`src/sv/imu_frm_pkg.sv`:
```
// imu_frm_pkg: shared types and constants of the imu frame deframer
// no dependencies; used by the top, front, queue and back modules
package imu_frm_pkg;

    // reset value of the sync register
    localparam logic [7:0] SYNC_RESET = 8'h55;

    // number of payload words carried on the result channel
    localparam int OUT_WORDS = 4;

    // raw frame record passed from front to back: type byte and payload bytes
    typedef struct packed {
        logic [7:0]                      msg_kind;
        logic [2*OUT_WORDS-1:0][7:0]     pay;
    } t_raw;

endpackage

```
`src/sv/imu_frm_ifs.sv`:
```
// imu_frm_ifs: valid/ready channel interfaces of the imu frame deframer
// standalone; byte request in, decoded frame request out
interface imu_frm_byte_if;
    logic       valid;
    logic       ready;
    logic [7:0] rx_byte;

    modport source (output valid, output rx_byte, input ready);
    modport sink   (input valid, input rx_byte, output ready);
endinterface

interface imu_frm_result_if;
    logic               valid;
    logic               ready;
    logic [7:0]         msg_kind;
    logic signed [15:0] word_zero;
    logic signed [15:0] word_one;
    logic signed [15:0] word_two;
    logic signed [15:0] word_three;

    modport source (output valid, output msg_kind, output word_zero, output word_one,
                    output word_two, output word_three, input ready);
    modport sink   (input valid, input msg_kind, input word_zero, input word_one,
                    input word_two, input word_three, output ready);
endinterface

```
`src/sv/imu_frame_deframer.sv`:
```
// imu_frame_deframer: takes one received byte per request and emits one decoded frame
// request for every frame whose first byte matches the sync register and whose last
// byte equals the 8-bit sum of the bytes before it; a failed check drops the oldest
// byte and keeps sliding. Bytes are taken at one per clock cycle: the frame check
// uses a running byte sum kept in a register next to the byte window, so the check
// is one compare per byte. A good frame goes from the window through the frame queue into
// the output register. Byte ready drops only while the two-entry frame queue between the
// window and the output register is full. No clearing pass after reset.
// Depends on imu_frm_pkg, imu_frm_ifs, imu_frm_front, imu_frm_fifo and imu_frm_back.
module imu_frame_deframer #(
    parameter int PAYLOAD_WORDS = 4
) (
    input  logic             i_clk,
    input  logic             i_rst_n,
    input  logic             i_cfg_wr_en,
    input  logic [7:0]       i_cfg_wr_data,
    imu_frm_byte_if.sink     i_byte,
    imu_frm_result_if.source o_frame
);
    import imu_frm_pkg::*;

    logic q_push, q_full, q_valid, q_pop;
    t_raw q_in, q_out;

    // window and frame check
    imu_frm_front #(
        .PAYLOAD_WORDS (PAYLOAD_WORDS)
    ) u_front (
        .i_clk         (i_clk),
        .i_rst_n       (i_rst_n),
        .i_cfg_wr_en   (i_cfg_wr_en),
        .i_cfg_wr_data (i_cfg_wr_data),
        .i_byte        (i_byte),
        .i_q_full      (q_full),
        .o_push        (q_push),
        .o_raw         (q_in)
    );

    // frame queue
    imu_frm_fifo u_fifo (
        .i_clk   (i_clk),
        .i_rst_n (i_rst_n),
        .i_push  (q_push),
        .i_data  (q_in),
        .o_full  (q_full),
        .o_valid (q_valid),
        .i_pop   (q_pop),
        .o_data  (q_out)
    );

    // word assembly and result register
    imu_frm_back u_back (
        .i_clk     (i_clk),
        .i_rst_n   (i_rst_n),
        .i_q_valid (q_valid),
        .i_q_data  (q_out),
        .o_q_pop   (q_pop),
        .o_frame   (o_frame)
    );

endmodule

```
`src/sv/imu_frm_front.sv`:
```
// imu_frm_front: byte window, running checksum and frame check
// depends on imu_frm_pkg and imu_frm_byte_if
module imu_frm_front #(
    parameter int PAYLOAD_WORDS = 4
) (
    input  logic                 i_clk,
    input  logic                 i_rst_n,
    input  logic                 i_cfg_wr_en,
    input  logic [7:0]           i_cfg_wr_data,
    imu_frm_byte_if.sink         i_byte,
    input  logic                 i_q_full,
    output logic                 o_push,
    output imu_frm_pkg::t_raw    o_raw
);
    import imu_frm_pkg::*;

    localparam int WIN_LEN = 2 + 2 * PAYLOAD_WORDS;
    localparam int CNT_W   = $clog2(WIN_LEN + 1);
    localparam logic [CNT_W-1:0] WIN_FULL = CNT_W'(WIN_LEN);

    logic [7:0]       r_win [WIN_LEN];
    logic [CNT_W-1:0] r_fill, n_fill;
    logic [7:0]       r_sum, n_sum;
    logic [7:0]       r_sync;

    logic accept, full, good, slide, append;

    // request handshake and frame check
    assign i_byte.ready = !i_q_full;
    assign accept = i_byte.valid && i_byte.ready;
    assign full   = (r_fill == WIN_FULL);
    assign good   = full && (r_win[0] == r_sync) && (r_sum == i_byte.rx_byte);
    assign append = accept && !full;
    assign slide  = accept && full && !good;
    assign o_push = accept && good;

    // fill count and running byte sum of the window
    always_comb begin
        n_fill = r_fill;
        n_sum  = r_sum;
        if (append) begin
            n_fill = r_fill + CNT_W'(1);
            n_sum  = r_sum + i_byte.rx_byte;
        end else if (o_push) begin
            n_fill = '0;
            n_sum  = '0;
        end else if (slide) begin
            n_sum = r_sum - r_win[0] + i_byte.rx_byte;
        end
    end

    always_ff @(posedge i_clk) begin
        if (!i_rst_n) begin
            r_fill <= '0;
            r_sum  <= '0;
            r_sync <= SYNC_RESET;
        end else begin
            r_fill <= n_fill;
            r_sum  <= n_sum;
            if (i_cfg_wr_en) begin
                r_sync <= i_cfg_wr_data;
            end
        end
    end

    // window entries: append at the fill position or shift down by one
    generate
        for (genvar k = 0; k < WIN_LEN; k++) begin : g_win
            always_ff @(posedge i_clk) begin
                if (slide) begin
                    if (k == WIN_LEN - 1) begin
                        r_win[k] <= i_byte.rx_byte;
                    end else begin
                        r_win[k] <= r_win[(k + 1) % WIN_LEN];
                    end
                end else if (append && r_fill == CNT_W'(k)) begin
                    r_win[k] <= i_byte.rx_byte;
                end
            end
        end
    endgenerate

    // frame record; payload bytes past the frame read as zero
    assign o_raw.msg_kind = r_win[1];
    generate
        for (genvar j = 0; j < 2 * OUT_WORDS; j++) begin : g_pay
            if (j < 2 * PAYLOAD_WORDS) begin : g_used
                assign o_raw.pay[j] = r_win[2 + j];
            end else begin : g_zero
                assign o_raw.pay[j] = 8'h00;
            end
        end
    endgenerate

    // checks
    a_fill_bound: assert property (@(posedge i_clk) disable iff (!i_rst_n)
        r_fill <= WIN_FULL)
        else $error("window fill count past frame length");

    a_slide_full: assert property (@(posedge i_clk) disable iff (!i_rst_n)
        slide |=> (r_fill == WIN_FULL))
        else $error("window lost entries on resync slide");

    a_good_clear: assert property (@(posedge i_clk) disable iff (!i_rst_n)
        o_push |=> (r_fill == '0) && (r_sum == 8'h00))
        else $error("window not emptied after good frame");

endmodule

```
`src/sv/imu_frm_fifo.sv`:
```
// imu_frm_fifo: two-entry queue of frame records between front and back
// depends on imu_frm_pkg
module imu_frm_fifo (
    input  logic                 i_clk,
    input  logic                 i_rst_n,
    input  logic                 i_push,
    input  imu_frm_pkg::t_raw    i_data,
    output logic                 o_full,
    output logic                 o_valid,
    input  logic                 i_pop,
    output imu_frm_pkg::t_raw    o_data
);
    import imu_frm_pkg::*;

    t_raw       r_mem [2];
    logic       r_wr_ptr;
    logic       r_rd_ptr;
    logic [1:0] r_cnt, n_cnt;
    logic       pop_ok;

    assign o_full  = (r_cnt == 2'd2);
    assign o_valid = (r_cnt != 2'd0);
    assign o_data  = r_mem[r_rd_ptr];
    assign pop_ok  = i_pop && o_valid;

    // occupancy
    always_comb begin
        n_cnt = r_cnt;
        if (i_push && !pop_ok) begin
            n_cnt = r_cnt + 2'd1;
        end else if (!i_push && pop_ok) begin
            n_cnt = r_cnt - 2'd1;
        end
    end

    // pointers
    always_ff @(posedge i_clk) begin
        if (!i_rst_n) begin
            r_wr_ptr <= 1'b0;
            r_rd_ptr <= 1'b0;
            r_cnt    <= 2'd0;
        end else begin
            r_cnt <= n_cnt;
            if (i_push) begin
                r_wr_ptr <= !r_wr_ptr;
            end
            if (pop_ok) begin
                r_rd_ptr <= !r_rd_ptr;
            end
        end
    end

    // storage
    always_ff @(posedge i_clk) begin
        if (i_push) begin
            r_mem[r_wr_ptr] <= i_data;
        end
    end

    // checks
    a_no_overflow: assert property (@(posedge i_clk) disable iff (!i_rst_n)
        !(i_push && o_full))
        else $error("frame queue written while full");

    a_cnt_bound: assert property (@(posedge i_clk) disable iff (!i_rst_n)
        r_cnt <= 2'd2)
        else $error("frame queue count out of range");

    a_ptr_track: assert property (@(posedge i_clk) disable iff (!i_rst_n)
        (r_cnt == 2'd0 || r_cnt == 2'd2) |-> (r_wr_ptr == r_rd_ptr))
        else $error("frame queue pointers disagree with count");

endmodule

```
`src/sv/imu_frm_back.sv`:
```
// imu_frm_back: assembles signed payload words and holds the result register
// depends on imu_frm_pkg and imu_frm_result_if
module imu_frm_back (
    input  logic                 i_clk,
    input  logic                 i_rst_n,
    input  logic                 i_q_valid,
    input  imu_frm_pkg::t_raw    i_q_data,
    output logic                 o_q_pop,
    imu_frm_result_if.source     o_frame
);
    import imu_frm_pkg::*;

    logic                      r_valid;
    logic [7:0]                r_type;
    logic signed [15:0]        r_word [OUT_WORDS];
    logic signed [15:0]        n_word [OUT_WORDS];

    // load a new result when the register is empty or being taken
    assign o_q_pop = i_q_valid && (!r_valid || o_frame.ready);

    // little-endian word assembly
    always_comb begin
        for (int k = 0; k < OUT_WORDS; k++) begin
            n_word[k] = signed'({i_q_data.pay[2*k+1], i_q_data.pay[2*k]});
        end
    end

    always_ff @(posedge i_clk) begin
        if (!i_rst_n) begin
            r_valid <= 1'b0;
        end else if (o_q_pop) begin
            r_valid <= 1'b1;
        end else if (o_frame.ready) begin
            r_valid <= 1'b0;
        end
    end

    always_ff @(posedge i_clk) begin
        if (o_q_pop) begin
            r_type <= i_q_data.msg_kind;
            r_word <= n_word;
        end
    end

    // result channel
    assign o_frame.valid      = r_valid;
    assign o_frame.msg_kind   = r_type;
    assign o_frame.word_zero  = r_word[0];
    assign o_frame.word_one   = r_word[1];
    assign o_frame.word_two   = r_word[2];
    assign o_frame.word_three = r_word[3];

endmodule
```
`src/flat_wrapper.sv`:
```
// flat-port wrapper written by rule: the top's interface ports become plain ports
module imu_frame_deframer_flat import imu_frm_pkg::*;
#(
    parameter int PAYLOAD_WORDS = 4
)
  (i_clk, i_rst_n, i_cfg_wr_en, i_cfg_wr_data, i_byte_valid, i_byte_rx_byte, i_byte_ready, o_frame_valid, o_frame_msg_kind, o_frame_word_zero, o_frame_word_one, o_frame_word_two, o_frame_word_three, o_frame_ready);
  imu_frm_byte_if i_byte_i ();
  imu_frm_result_if o_frame_i ();
  input  logic i_clk;
  input  logic i_rst_n;
  input  logic i_cfg_wr_en;
  input  logic [7:0] i_cfg_wr_data;
  input wire logic [$bits(i_byte_i.valid)-1:0] i_byte_valid;
  input wire logic [$bits(i_byte_i.rx_byte)-1:0] i_byte_rx_byte;
  output wire logic [$bits(i_byte_i.ready)-1:0] i_byte_ready;
  output wire logic [$bits(o_frame_i.valid)-1:0] o_frame_valid;
  output wire logic [$bits(o_frame_i.msg_kind)-1:0] o_frame_msg_kind;
  output wire logic [$bits(o_frame_i.word_zero)-1:0] o_frame_word_zero;
  output wire logic [$bits(o_frame_i.word_one)-1:0] o_frame_word_one;
  output wire logic [$bits(o_frame_i.word_two)-1:0] o_frame_word_two;
  output wire logic [$bits(o_frame_i.word_three)-1:0] o_frame_word_three;
  input wire logic [$bits(o_frame_i.ready)-1:0] o_frame_ready;
  assign i_byte_i.valid = i_byte_valid;
  assign i_byte_i.rx_byte = i_byte_rx_byte;
  assign i_byte_ready = i_byte_i.ready;
  assign o_frame_valid = o_frame_i.valid;
  assign o_frame_msg_kind = o_frame_i.msg_kind;
  assign o_frame_word_zero = o_frame_i.word_zero;
  assign o_frame_word_one = o_frame_i.word_one;
  assign o_frame_word_two = o_frame_i.word_two;
  assign o_frame_word_three = o_frame_i.word_three;
  assign o_frame_i.ready = o_frame_ready;
  imu_frame_deframer #(.PAYLOAD_WORDS(PAYLOAD_WORDS)) u_core (.i_clk(i_clk), .i_rst_n(i_rst_n), .i_cfg_wr_en(i_cfg_wr_en), .i_cfg_wr_data(i_cfg_wr_data), .i_byte(i_byte_i), .o_frame(o_frame_i));
endmodule
```
`config.mk`:
```
export PLATFORM = sky130hd
export DESIGN_NAME = imu_frame_deframer_flat
export DESIGN_NICKNAME = d
export VERILOG_FILES = /design/src/sv/imu_frm_pkg.sv /design/src/sv/imu_frm_ifs.sv /design/src/sv/imu_frame_deframer.sv /design/src/sv/imu_frm_front.sv /design/src/sv/imu_frm_fifo.sv /design/src/sv/imu_frm_back.sv /design/src/flat_wrapper.sv
export SDC_FILE = /design/constraint.sdc
export NUM_CORES = 1
export LEC_CHECK = 0
export ABC_CLOCK_PERIOD_IN_PS = 6470
export BUFFER_PORTS_ARGS = -buffer_cell sky130_fd_sc_hd__buf_2
export CAP_MARGIN = 30
export CORE_MARGIN = 10
export CORE_UTILIZATION = 57
export DETAILED_ROUTE_END_ITERATION = 12
export PLACE_DENSITY = 0.76
export SYNTH_ARGS = -nofsm -noshare
export SYNTH_HDL_FRONTEND = slang
export SYNTH_SLANG_ARGS = --single-unit
```
`constraint.sdc`:
```
create_clock -name i_clk -period 6.47 [get_ports i_clk]
set_input_delay 0.3235 -clock i_clk [delete_from_list [all_inputs] [get_ports i_clk]]
set_output_delay 0.3235 -clock i_clk [all_outputs]
set_load 0.05 [all_outputs]
```
# After elaboration in Yosys (flattened, before gate mapping)
# Memories as Yosys holds them, arrays and structs flattened. A register that Yosys moved wholly into a read port is not among the register bits.
# Cells that the tools add are included.
op_classes:
  addsub: 6
  n_mul: 0
  div: 0
  magnitude_cmp: 0
  n_eq_ne: 13
  shifts: 0
  n_mux: 53
  bitwise_logic: 10
  n_reduce_logical: 36
ops:
  columns: ["operator", "n"]
  rows:
  - ["$mux 8", 13]
  - ["$mux 1", 36]
  - ["$logic_and 1x1->1", 21]
  - ["$add 8x8->8", 2]
  - ["$eq 4x3->1 const B", 4]
  - ["$eq 8x8->1", 2]
  - ["$eq 4x4->1 const B", 3]
  - ["$or 1x1->1", 10]
  - ["$eq 4x2->1 const B", 2]
  - ["$logic_not 1->1", 8]
  - ["$mux 4", 2]
  - ["$reduce_bool 2->1", 4]
  - ["$sub 8x8->8", 1]
  - ["$add 4x1->4 const B", 1]
  - ["$eq 4x1->1 const B", 1]
  - ["$logic_not 4->1", 1]
  - ["$mux 2", 2]
  - ["$reduce_bool 3->1", 1]
  - ["$add 2x1->2 const B", 1]
  - ["$eq 2x2->1 const B", 1]
  - ["$sub 2x1->2 const B", 1]
  - ["$logic_or 1x1->1", 1]
totals:
  register_bits: 25
  latch_bits: 0
  mem_bits_rw: 224
  mem_bits_ro: 0
  in_bits: 21
  output_inout_bits: 74
  word_cells: 127
  mem_count: 2
memory_table:
  columns: ["memory", "words", "width", "rd", "rd_clocked_by_memory_dff", "write_ports", "line_no", "rtl"]
  rows:
  - ["u_core.u_fifo.r_mem", 2, 72, 1, 1, 1, "imu_frm_fifo.sv:15", "t_raw r_mem [2];"]
  - ["u_core.u_front.r_win", 10, 8, 10, 0, 10, "imu_frm_front.sv:21", "logic [7:0] r_win [WIN_LEN];"]

# Depth between registers and ports, before layout
# Gate-level depths: netlist (run 1).
logic_depth:
  ltp_word: 9
  mapped_depth: 10
  ltp_nobuf: 10

# By module
# From an unflattened synthesis (run 1), not the netlist that was laid out.
hier_totals:
  hier_cells: 779
  area_unflattened_um2: 12709.7
modules_own_cells:
  columns: ["mod", "instances", "cells_per_inst", "area_each_um2", "seq_area_each_um2"]
  rows:
  - ["imu_frm_fifo", 1, 246, 5395.2, 4424.2]
  - ["imu_frm_front", 1, 457, 5104.9, 2802.7]
  - ["imu_frm_back", 1, 76, 2209.6, 2182.1]

# Least setup slack after synthesis (run 1)
# OpenSTA, ideal clock, no wires.
synth_timing:
  path_kind: "register to register"
  from: "reg u_core.u_fifo.r_cnt[0]"
  to: "mem u_core.u_fifo.r_mem[0][0] (netlist bit), enable pin"
  setup_time_ns: 0.511
  t_arrival_ns: 4.750
  t_required_ns: 5.959
  path_slack_ns: 1.208
  stages_incl_launch_ff: 5
  path_buffers: 0
  period_less_slack_ns: 5.262
  cell_sequence: "dfxtp_1 nand2b_1 nand2_1 nor4_4 nor2b_1"
synth_between:
  elab_chain_len: 6
synth_rtl:
  columns: ["element", "line_no", "rtl"]
  rows:
  - ["from (decl)", "imu_frm_fifo.sv:18", "logic [1:0] r_cnt, n_cnt;"]
  - ["from (signal assigned)", "imu_frm_fifo.sv:43", "r_cnt <= n_cnt;"]
  - ["$eq 2x2->1", "imu_frm_fifo.sv:21", "assign o_full = (r_cnt == 2'd2);"]
  - ["$logic_not 1->1", "imu_frm_front.sv:29", "assign i_byte.ready = !i_q_full;"]
  - ["net i_byte_ready", "flat_wrapper.sv:15", "output wire logic [$bits(i_byte_i.ready)-1:0] i_byte_ready;"]
  - ["$logic_and 1x1->1", "imu_frm_front.sv:30", "assign accept = i_byte.valid && i_byte.ready;"]
  - ["$logic_and 1x1->1", "imu_frm_front.sv:35", "assign o_push = accept && good;"]
  - ["$mux 1", "imu_frm_fifo.sv:55", "if (i_push) begin"]
  - ["$mux 1 (not written as such)", "imu_frm_fifo.sv:56", "r_mem[r_wr_ptr] <= i_data;"]
  - ["to (decl)", "imu_frm_fifo.sv:15", null]
# The timed path passes the listed nets, and every way through them passes these cells.

# Worst setup path after layout (run 1)
layout_timing:
  from: "reg u_core.u_front.r_fill[0]"
  to: "mem u_core.u_fifo.r_mem[0][65] (netlist bit), enable pin"
layout_between:
  elab_chain_len: 6
layout_rtl:
  columns: ["element", "line_no", "rtl"]
  rows:
  - ["from (decl)", "imu_frm_front.sv:22", "logic [CNT_W-1:0] r_fill, n_fill;"]
  - ["from (signal assigned)", "imu_frm_front.sv:58", "r_fill <= n_fill;"]
  - ["$eq 4x4->1", "imu_frm_front.sv:31", "assign full = (r_fill == WIN_FULL);"]
  - ["$logic_and 1x1->1 (2 in a row)", "imu_frm_front.sv:32", "assign good = full && (r_win[0] == r_sync) && (r_sum == i_byte.rx_byte);"]
  - ["$logic_and 1x1->1", "imu_frm_front.sv:35", null]
  - ["$mux 1", "imu_frm_fifo.sv:55", null]
  - ["$mux 1 (not written as such)", "imu_frm_fifo.sv:56", null]
# No other way between the ends.

==> impl_metrics.ini, run 1 <==
[run_status]
status = completed

[worst_setup_path]
worst_setup_path_startpoint = u_core.u_front.r_fill[0]
arrival_ns = 3.82
reg2regPathDepth = 7
worstReg2RegStart = u_core.u_front.r_fill[0]
cp_data_required_time_ns = 6.64
worstSetupPathType = flop to flop
worstSetupEndpoint = u_core.u_fifo.r_mem[0][65]
critical_path.endpoint_type = flop
worstSetupStartpointType = flop
regToRegEndpoint = u_core.u_fifo.r_mem[0][65]
worst-path-max-fanout = 64
reg2reg_setup_slack_ns = 2.81

[pwr]
power_density_nw_per_um2 = 412
worst_ir_drop_vdd_uv = 220
static_leakage_nw = 5.16

[cells_and_area]
final_util_pct = 66.5
final_area_um2 = 14600
layout-drive-gt1-share_pct = 33.6
area.growth.synth_to_final_pct = 14.1
area_taken_by_flip_flops_and_latches_um2 = 9390
filler_cell_count = 1485
final_cell_count_no_fill = 1156
final_net_count = 901
multi_input_area_um2 = 3160

[drt]
detail_route.first_pass.iterations = 5
drt-wirelength-per-cell_um = 21.0
antenna_left = 0
drt_first_iter_violations = 562
drt_drc_violations_left = 0
route.vias.total = 6558
routed_wirelength_um = 24300
viasPerCell = 5.67

[logic_synthesis]
synth.avg_cell_area_um2 = 17.3
syn-cell-area_um2 = 12700
synthesized_area_fraction_occupied_by_ao_oa_aoi_and_oai_cells_pct = 2.95
synth_fa_ha_area_share_pct = 3.22
synth_enable_flop_cells = 296
synth.most_common_cell = sky130_fd_sc_hd__edfxtp_1
netlist.top_cell.by_area = sky130_fd_sc_hd__edfxtp_1
async_set_or_reset_register_ratio_after_synthesis_pct = 0
dominant_combinational_cell_family_by_area_after_synthesis = multiplexers
post_synth_mux_area_share_pct = 13.0
synthFlopType = sky130_fd_sc_hd__edfxtp_1
postSynthRegisterBits = 321
largest_cells_by_area_after_synthesis = sky130_fd_sc_hd__edfxtp_1, sky130_fd_sc_hd__mux2_2, sky130_fd_sc_hd__dfxtp_1, sky130_fd_sc_hd__ha_1, sky130_fd_sc_hd__fa_1
netlist_top_cells_count = sky130_fd_sc_hd__edfxtp_1, sky130_fd_sc_hd__mux2_2, sky130_fd_sc_hd__inv_1
synth_warnings = 0
syn_inst = 736
mappedNetlistNets = 785
yosysSeqAreaShare_pct = 73.7
netlist.area_leader.share_pct = 69.7
synth.distinct_cells = 51
synthXorXnorAreaFrac_pct = 1.31
yosys.area_share.simple_pct = 4.20

[timing]
tmin_final_ns = 3.66
finClkSkew_ns = 0.0207
worst_slew_margin_rel_pct = 36.3
grt_setup_unrepaired = no
slew_viol_final = 0
setup_viol = 0
worst_slew_pin_tran_ns = 0.956
period_share_pct = 56.5
finalHoldViolations = 0
clock.fmax_mhz = 273
totalNegativeSetupSlack_ns = 0

[placed_design]
instance_count_after_placement_with_tap_cells_included = 1095
gp_congestion = 0.881
place.detailed.hpwl_um = 16100
placedInstanceArea_um2 = 13500
i_o_buffers = 94

[grt]
via_count_of_the_first_global_routing_pass = 6823
antenna_found_initial = 1
grt_pass1_wl_um = 38400
largest_net_degree_at_the_start_of_global_routing = 73
globalRouteOverflowTotal = 0
grt_use_total_pct = 16.9

[flow_run]
max-cap-violations = 0

[cts]
clock-sinks = 321
clock_tree.buffer_depth = 3
buffer_cell_driving_the_clock_tree_root = sky130_fd_sc_hd__clkbuf_16
clk_transition_reported_paths_ns = 0.06
h-tree-depth = 1
post_cts_resized = 0
tritoncts = done
numCtsBuffers = 30
clk_latency_ns = 0.54

[floorplan]
dieWidth_um = 170
initial_core_util_pct = 58.2
rows = 54
io_pins = 95
fp.dieArea_um2 = 28700
die_height_um = 170
core_region_area_um2 = 21900

[min_path]
hold_path.class = input port to flop
==> flip-flops by register name, indices dropped and copies added (netlist names) <==
| signal | count |
|---|---|
| u_core.u_back.o_frame.msg_kind | 8 |
| u_core.u_fifo.r_wr_ptr | 1 |
| u_core.u_back.o_frame.word_three | 16 |
| u_core.u_back.o_frame.valid | 1 |
| u_core.u_back.o_frame.word_zero | 16 |
| u_core.u_fifo.r_mem | 144 |
| u_core.u_front.r_sum | 8 |
| u_core.u_fifo.r_rd_ptr | 1 |
| u_core.u_back.o_frame.word_one | 16 |
| u_core.u_front.r_fill | 4 |
| u_core.u_front.r_win | 80 |
| u_core.u_fifo.r_cnt | 2 |
| u_core.u_front.r_sync | 8 |
| u_core.u_back.o_frame.word_two | 16 |
==> worst min-delay path by stage <==
stage	from	slack (ns)	cells after the start	to
2_1_floorplan	i_byte_rx_byte[2]	0.42	0	u_core.u_front.r_win[4][10]
3_3_place_gp	u_core.u_front.r_win[4][6]	0.45	0	u_core.u_fifo.r_mem[1][54]
3_5_place_dp	u_core.u_front.r_win[4][6]	0.46	0	u_core.u_fifo.r_mem[0][54]
4_1_cts	i_cfg_wr_data[3]	0.008	3	u_core.u_front.r_sync[3]
5_1_grt	i_cfg_wr_data[1]	0.02	3	u_core.u_front.r_sync[1]
6_report	i_cfg_wr_data[3]	0.02	3	u_core.u_front.r_sync[3]
==> layout make-up <==
cell class | count | area share, %
diodes | 1 | 0.0172
clock buffers | 35 | 5.43
clock inverters | 20 | 1.06
inverters | 36 | 0.929
multi-input cells | 360 | 21.7
flip-flops and latches | 321 | 64.5
well taps | 280 | 2.41
repair buffers | 103 | 3.90
==> layer usage <==
metal | GRT usage [%] | vias to the layer above | wire, um
met4 | 4.84 | 0 | 501
met5 | 0 | - | 0
met1 | 22.0 | 3243 | 10300
li1 | - | 3041 | -
met3 | 3.61 | 37 | 1540
met2 | 28.1 | 237 | 12000
==> through the flow <==
step / setup slack (ns) / hold WS [ns] / power [mW]
2_1_floorplan: 1.21 / 0.422 / 4.02
3_3_place_gp: 2.98 / 0.453 / 4.34
3_5_place_dp: 2.84 / 0.463 / 4.38
4_1_cts: 2.82 / 0.00827 / 6.04
5_1_grt: 2.60 / 0.0240 / 6.27
6_report: 2.81 / 0.0180 / 5.99
==> kinds of logic (layout without fill, tap and decap cells) <==
logic type,count (synthesis),in the layout
AO/OA/AOI/OAI,61,61
XOR/XNOR,19,19
adder cells (fa/ha/maj),28,28
buffers and inverters,55,194
flip-flops,321,321
multiplexers,148,148
other,0,1
AND/OR/NAND/NOR,104,104
==> report_power, final <==
| part | total, mW | switching, mW | leakage [nW] | internal [mW] |
|---|---|---|---|---|
| combinational | 1.66 | 1.18 | 1.80 | 0.476 |
| sequential | 2.66 | 0.0817 | 2.90 | 2.58 |
| clock | 1.67 | 0.718 | 0.458 | 0.952 |
| total | 5.99 | 1.98 | 5.16 | 4.01 |
==> worst max-delay path, cell delays in order (launching register included) <==
cell                      delay, ns
sky130_fd_sc_hd__dfxtp_1       0.37
sky130_fd_sc_hd__inv_1         0.11
sky130_fd_sc_hd__ha_1          0.25
sky130_fd_sc_hd__and3b_1       0.65
sky130_fd_sc_hd__nand4_1       0.25
sky130_fd_sc_hd__nor4_4        0.42
sky130_fd_sc_hd__nor2b_4       0.40
sky130_fd_sc_hd__buf_4         0.74
==> cells in the final DEF (no fill, tap or decap), drive strengths merged, types with 2 or more instances in the layout <==
| cell | n |
|---|---|
| a21oi | 14 |
| and3b | 2 |
| nor2b | 5 |
| mux2i | 10 |
| nor3b | 2 |
| a21o | 2 |
| o21ai | 20 |
| nor3 | 6 |
| bufinv | 2 |
| o31ai | 2 |
| and2 | 2 |
| xor2 | 5 |
| or2 | 2 |
| a31oi | 5 |
| nor2 | 20 |
| buf | 99 |
| edfxtp | 296 |
| xnor2 | 14 |
| a211oi | 3 |
| o2111ai | 2 |
| or3 | 2 |
| dlygate4sd3 | 4 |
| dfxtp | 25 |
| nand2b | 4 |
| o22ai | 4 |
| clkbuf | 35 |
| ha | 20 |
| clkinvlp | 3 |
| nor4 | 4 |
| clkinv | 14 |
| nand4 | 6 |
| mux2 | 138 |
| inv | 37 |
| nand2 | 38 |
| fa | 8 |
| nand3 | 10 |
==> timing repair <==
action                    4_1_cts  5_1_grt
setup buffers                   0        0
hold endpoints to repair        4        0
hold buffers                    4        0
Power figures use the tool's default switching activity.
==> run 2, diff against run 1 <==
Settings changed: ABC_CLOCK_PERIOD_IN_PS 6470 to 3090, CORE_UTILIZATION 57 to 54.
Clock period 6.47 ns to 3.09 ns, I/O delays scaled along.
==> impl_metrics.ini, run 2 (synthesis results as in run 1) <==
[worst_setup_path]
reg2reg_setup_slack_ns = 0.39
arrival_ns = 2.92
worst_setup_path_startpoint = u_core.u_front.r_sum[3]
worst-path-max-fanout = 13
worstSetupEndpoint = u_core.u_front.r_win[1][13]
worstSetupStartpointType = flop
critPathSlowestCell = sky130_fd_sc_hd__or3_1
regToRegEndpoint = u_core.u_front.r_win[1][13]
reg2regPathDepth = 6
timing.critical_path.cells = ha_1, nor4_1, nand4_1, or3_1, nand3_2, nand2_1
worstReg2RegStart = u_core.u_front.r_sum[3]
critical_path.endpoint_type = flop
worstSetupPathType = flop to flop
cp_data_required_time_ns = 3.32
critical_path.max_stage_delay_ns = 0.56

[timing]
worst_hold_slack_ns = 0.0141
worst_slew_pin_tran_ns = 0.606
finalHoldViolations = 0
grt_setup_unrepaired = no
totalNegativeSetupSlack_ns = 0
clock.fmax_mhz = 371
tmin_final_ns = 2.70
finClkSkew_ns = 0.0108
setup_viol = 0
worst_slew_margin_rel_pct = 59.5
period_share_pct = 87.3
slew_viol_final = 0

[floorplan]
fp.dieArea_um2 = 30200
rows = 56
io_pins = 95
core_region_area_um2 = 23300
initial_core_util_pct = 54.6
dieWidth_um = 174
die_height_um = 174

[pwr]
worst_ir_drop_vdd_uv = 495
power_density_nw_per_um2 = 863
power.share.clock_pct = 29.3
seq_power_share_pct = 43.4
power.switching_fraction_pct = 32.5
power.internal_mw = 8.69
fin_total_pwr_mw = 12.9
static_leakage_nw = 5.29
power.combinational.fraction_pct = 27.3
power.net_switching_mw = 4.18

[cts]
h-tree-depth = 1
clock_tree.buffer_depth = 3
clk_transition_reported_paths_ns = 0.07
clock-sinks = 321
post_cts_resized = 0
buffer_cell_driving_the_clock_tree_root = sky130_fd_sc_hd__clkbuf_16
clk_latency_ns = 0.55
numCtsBuffers = 30
tritoncts = done

[placed_design]
gp_congestion = 0.909
instance_count_after_placement_with_tap_cells_included = 1140
place.detailed.hpwl_um = 15600
i_o_buffers = 94

[cells_and_area]
top_register = u_core.u_fifo.r_mem
largest_reg_flops = 144
area.growth.synth_to_final_pct = 17.0
mostFrequentLayoutCell = sky130_fd_sc_hd__edfxtp_1
antenna_cells = 0
area_taken_by_flip_flops_and_latches_um2 = 9390
final_cell_mix = sky130_fd_sc_hd__edfxtp_1, sky130_fd_sc_hd__mux2_2, sky130_fd_sc_hd__buf_2
filler_cell_count = 1621
layout-drive-gt1-share_pct = 33.6
final_cell_count_no_fill = 1214
final_net_count = 922
multi_input_area_um2 = 3160
registers_with_the_highest_flip_flop_counts = u_core.u_fifo.r_mem: 144 flops, u_core.u_front.r_win: 80 flops

[drt]
detail_route.first_pass.iterations = 5
routed_wirelength_um = 24000
antenna_left = 0
route.vias.total = 6535
drt_drc_violations_left = 0
viasPerCell = 5.38
drt-wirelength-per-cell_um = 19.8
drt_first_iter_violations = 578

[flow_run]
max-cap-violations = 0

[grt]
largest_net_degree_at_the_start_of_global_routing = 74
grt_use_total_pct = 15.7
via_count_of_the_first_global_routing_pass = 6611
grt_pass1_wl_um = 37900
globalRouteOverflowTotal = 0
antenna_found_initial = 0

[min_path]
hold_path.class = input port to flop
hold_depth = 1

[run_status]
status = completed
-- run 2: power by group through the flow --
stage / sequential, mW / combinational, mW / clock [mW]
global route: 5.63 / 3.77 / 4.01
global placement: 5.67 / 3.49 / 0
floorplan: 6.86 / 1.52 / 0
finish: 5.59 / 3.51 / 3.77
CTS: 5.59 / 3.57 / 3.83
detailed placement: 5.67 / 3.53 / 0
-- run 2: final cells by class --
class                      instances  share of cell area, %
tap                              319                   2.68
timing repair buffer             124                   5.42
inverter                          36                  0.906
sequential                       321                   63.0
multi-input combinational        360                   21.2
clock buffer                      35                   5.30
clock inverter                    19                   1.49
-- run 2: metal layers --
metal | vias up | global-route usage [%] | part of all wire, %
met4 | 0 | 4.52 | 2.4
met5 | - | 0 | 0
li1 | 3074 | - | -
met2 | 232 | 24.9 | 47
met3 | 51 | 2.90 | 6.3
met1 | 3178 | 21.7 | 44
-- run 2: timing repair --
action	CTS	global route
setup buffers	0	0
hold endpoints to repair	11	1
hold buffers	19	1
-- run 2: worst min path at each step --
| stage | start | to | slack [ns] |
|---|---|---|---|
| 2_1_floorplan | i_byte_rx_byte[2] | u_core.u_front.r_win[4][10] | 0.25 |
| 3_3_place_gp | i_cfg_wr_data[6] | u_core.u_front.r_sync[6] | 0.37 |
| 3_5_place_dp | i_cfg_wr_data[6] | u_core.u_front.r_sync[6] | 0.38 |
| 4_1_cts | i_byte_rx_byte[1] | u_core.u_front.r_win[4][9] | 0.0009 |
| 5_1_grt | i_byte_rx_byte[1] | u_core.u_front.r_win[4][9] | 0.01 |
| 6_report | i_byte_rx_byte[1] | u_core.u_front.r_win[4][9] | 0.01 |
-- run 2: through the flow --
stage / utilization (%) / setup slack (ns) / instance area [um^2]
2_1_floorplan: - / 0.0267 / 12800
3_3_place_gp: 58.7 / 0.442 / 13700
3_5_place_dp: 58.7 / 0.382 / 13700
4_1_cts: 63.9 / 0.430 / 14900
5_1_grt: 63.9 / 0.226 / 14900
6_report: 63.9 / 0.392 / 14900
-- run 2: worst max-delay path: cells and delay by family, from the launching register on --
| kind | cells | cell delay [ns] |
|---|---|---|
| adders and majority gates | 1 | 0.33 |
| DFF | 1 | 0.34 |
| and+or+nand+nor | 5 | 1.68 |
==> run 3, diff against run 2 <==
Settings changed: CTS_BUF_LIST set to sky130_fd_sc_hd__clkbuf_16, CTS_CLUSTER_DIAMETER set to 120.
==> impl_metrics.ini, run 3 (synthesis results as in run 1) <==
[floorplan]
fp.dieArea_um2 = 30200
dieWidth_um = 174
io_pins = 95
initial_core_util_pct = 54.6
die_height_um = 174
core_region_area_um2 = 23300
rows = 56

[placed_design]
i_o_buffers = 94
place.detailed.hpwl_um = 15600
gp_congestion = 0.909
placedInstanceArea_um2 = 13700

[grt]
via_count_of_the_first_global_routing_pass = 6611
globalRouteOverflowTotal = 0
largest_net_degree_at_the_start_of_global_routing = 74
antenna_found_initial = 0
grt_use_total_pct = 15.7
grt_pass1_wl_um = 37900

[timing]
totalNegativeSetupSlack_ns = 0
grt_setup_unrepaired = no
slew_viol_final = 0
finalHoldViolations = 0
tmin_final_ns = 2.69
setup_viol = 0
finClkSkew_ns = 0.0108
period_share_pct = 87.0
clock.fmax_mhz = 372
worst_slew_margin_rel_pct = 58.8
worst_hold_slack_ns = 0.0147
worst_slew_pin_tran_ns = 0.618

[worst_setup_path]
reg2reg_setup_slack_ns = 0.40
reg2regPathDepth = 6
worstSetupStartpointType = flop
regToRegEndpoint = u_core.u_front.r_win[1][13]
worst-path-max-fanout = 13
worstSetupPathType = flop to flop
worstReg2RegStart = u_core.u_front.r_sum[3]
cp_data_required_time_ns = 3.32
critical_path.endpoint_type = flop
arrival_ns = 2.91

[drt]
detail_route.first_pass.iterations = 5
route.vias.total = 6528
drt_drc_violations_left = 0
drt-wirelength-per-cell_um = 19.8
routed_wirelength_um = 24000
drt_first_iter_violations = 578
viasPerCell = 5.38
antenna_left = 0

[flow_run]
max-cap-violations = 0

[min_path]
min-delay-start = i_byte_rx_byte[1]
end_of_the_worst_hold_path = u_core.u_front.r_win[4][9]
hold_path.class = input port to flop
hold_depth = 1

[cts]
clk_latency_ns = 0.55
clock-sinks = 321
clock_tree.buffer_depth = 3
cts_hold_buffers = 19
postCtsSetupRepairBufs = 0
h-tree-depth = 1
numCtsBuffers = 30
tritoncts = done
post_cts_resized = 0
buffer_cell_driving_the_clock_tree_root = sky130_fd_sc_hd__clkbuf_16
clk_transition_reported_paths_ns = 0.07

[cells_and_area]
mostFrequentLayoutCell = sky130_fd_sc_hd__edfxtp_1
area.growth.synth_to_final_pct = 17.0
top_register = u_core.u_fifo.r_mem
layout-drive-gt1-share_pct = 33.6
final_net_count = 922
final_area_um2 = 14900
final_cell_mix = sky130_fd_sc_hd__edfxtp_1, sky130_fd_sc_hd__mux2_2, sky130_fd_sc_hd__buf_2
largest_reg_flops = 144
registers_with_the_highest_flip_flop_counts = u_core.u_fifo.r_mem: 144 flops, u_core.u_front.r_win: 80 flops
antenna_cells = 0

[pwr]
power_density_nw_per_um2 = 862
static_leakage_nw = 5.30
worst_ir_drop_vdd_uv = 495

[run_status]
status = completed
[run 3: changes by cell type in the layout (fill, tap and decap cells not counted)]
| cell | before | now |
|---|---|---|
| sky130_fd_sc_hd__clkbuf_1 | 4 | 0 |
| sky130_fd_sc_hd__inv_1 | 36 | 40 |
[run 3: worst max path at each step]
stage                                 start  slack, ns                          end  cells after the start
CTS                 u_core.u_front.r_sum[3]       0.43  u_core.u_front.r_win[1][15]                      6
detailed placement        i_byte_rx_byte[4]       0.38  u_core.u_front.r_win[1][13]                      7
global placement          i_byte_rx_byte[4]       0.44  u_core.u_front.r_win[1][13]                      7
global route              i_byte_rx_byte[6]       0.23  u_core.u_front.r_win[4][11]                      8
finish              u_core.u_front.r_sum[3]       0.40  u_core.u_front.r_win[1][13]                      6
floorplan           u_core.u_front.r_sum[3]       0.03    u_core.u_fifo.r_mem[0][0]                      5
[run 3: critical path: stages, from the launching register on]
cell and delay, ns:
sky130_fd_sc_hd__dfxtp_1 0.34, sky130_fd_sc_hd__ha_1 0.33, sky130_fd_sc_hd__nor4_1 0.36, sky130_fd_sc_hd__nand4_1 0.12, sky130_fd_sc_hd__or3_1 0.56, sky130_fd_sc_hd__nand3_2 0.33
sky130_fd_sc_hd__nand2_1 0.30
[run 3: per-layer routing]
layer / vias to the layer above / track usage (%) / wire [um]
met5: - / 0 / 0
met4: 0 / 4.52 / 579
met3: 47 / 2.90 / 1490
met2: 226 / 24.9 / 11300
met1: 3181 / 21.7 / 10600
li1: 3074 / - / -
[run 3: stage by stage]
step           setup WS (ns)  utilization, %  total power, mW  instances
2_1_floorplan         0.0267               -             8.37        736
3_3_place_gp           0.442            58.7             9.16       1140
3_5_place_dp           0.382            58.7             9.21       1140
4_1_cts                0.430            63.9             13.0       1213
5_1_grt                0.226            63.9             13.4       1214
6_report               0.402            63.9             12.9       1214
[run 3: report_power, final]
group          internal, mW  switching [mW]
sequential             5.40           0.185
clock                  2.23            1.53
combinational          1.05            2.46
total                  8.68            4.18
[run 3: area by class of cell]
type | count | area, um^2
inverter | 36 | 135
timing repair buffer | 124 | 808
tap | 319 | 399
fill | 1621 | 8420
sequential | 321 | 9390
clock buffer | 31 | 776
clock inverter | 23 | 238
multi-input combinational | 360 | 3160
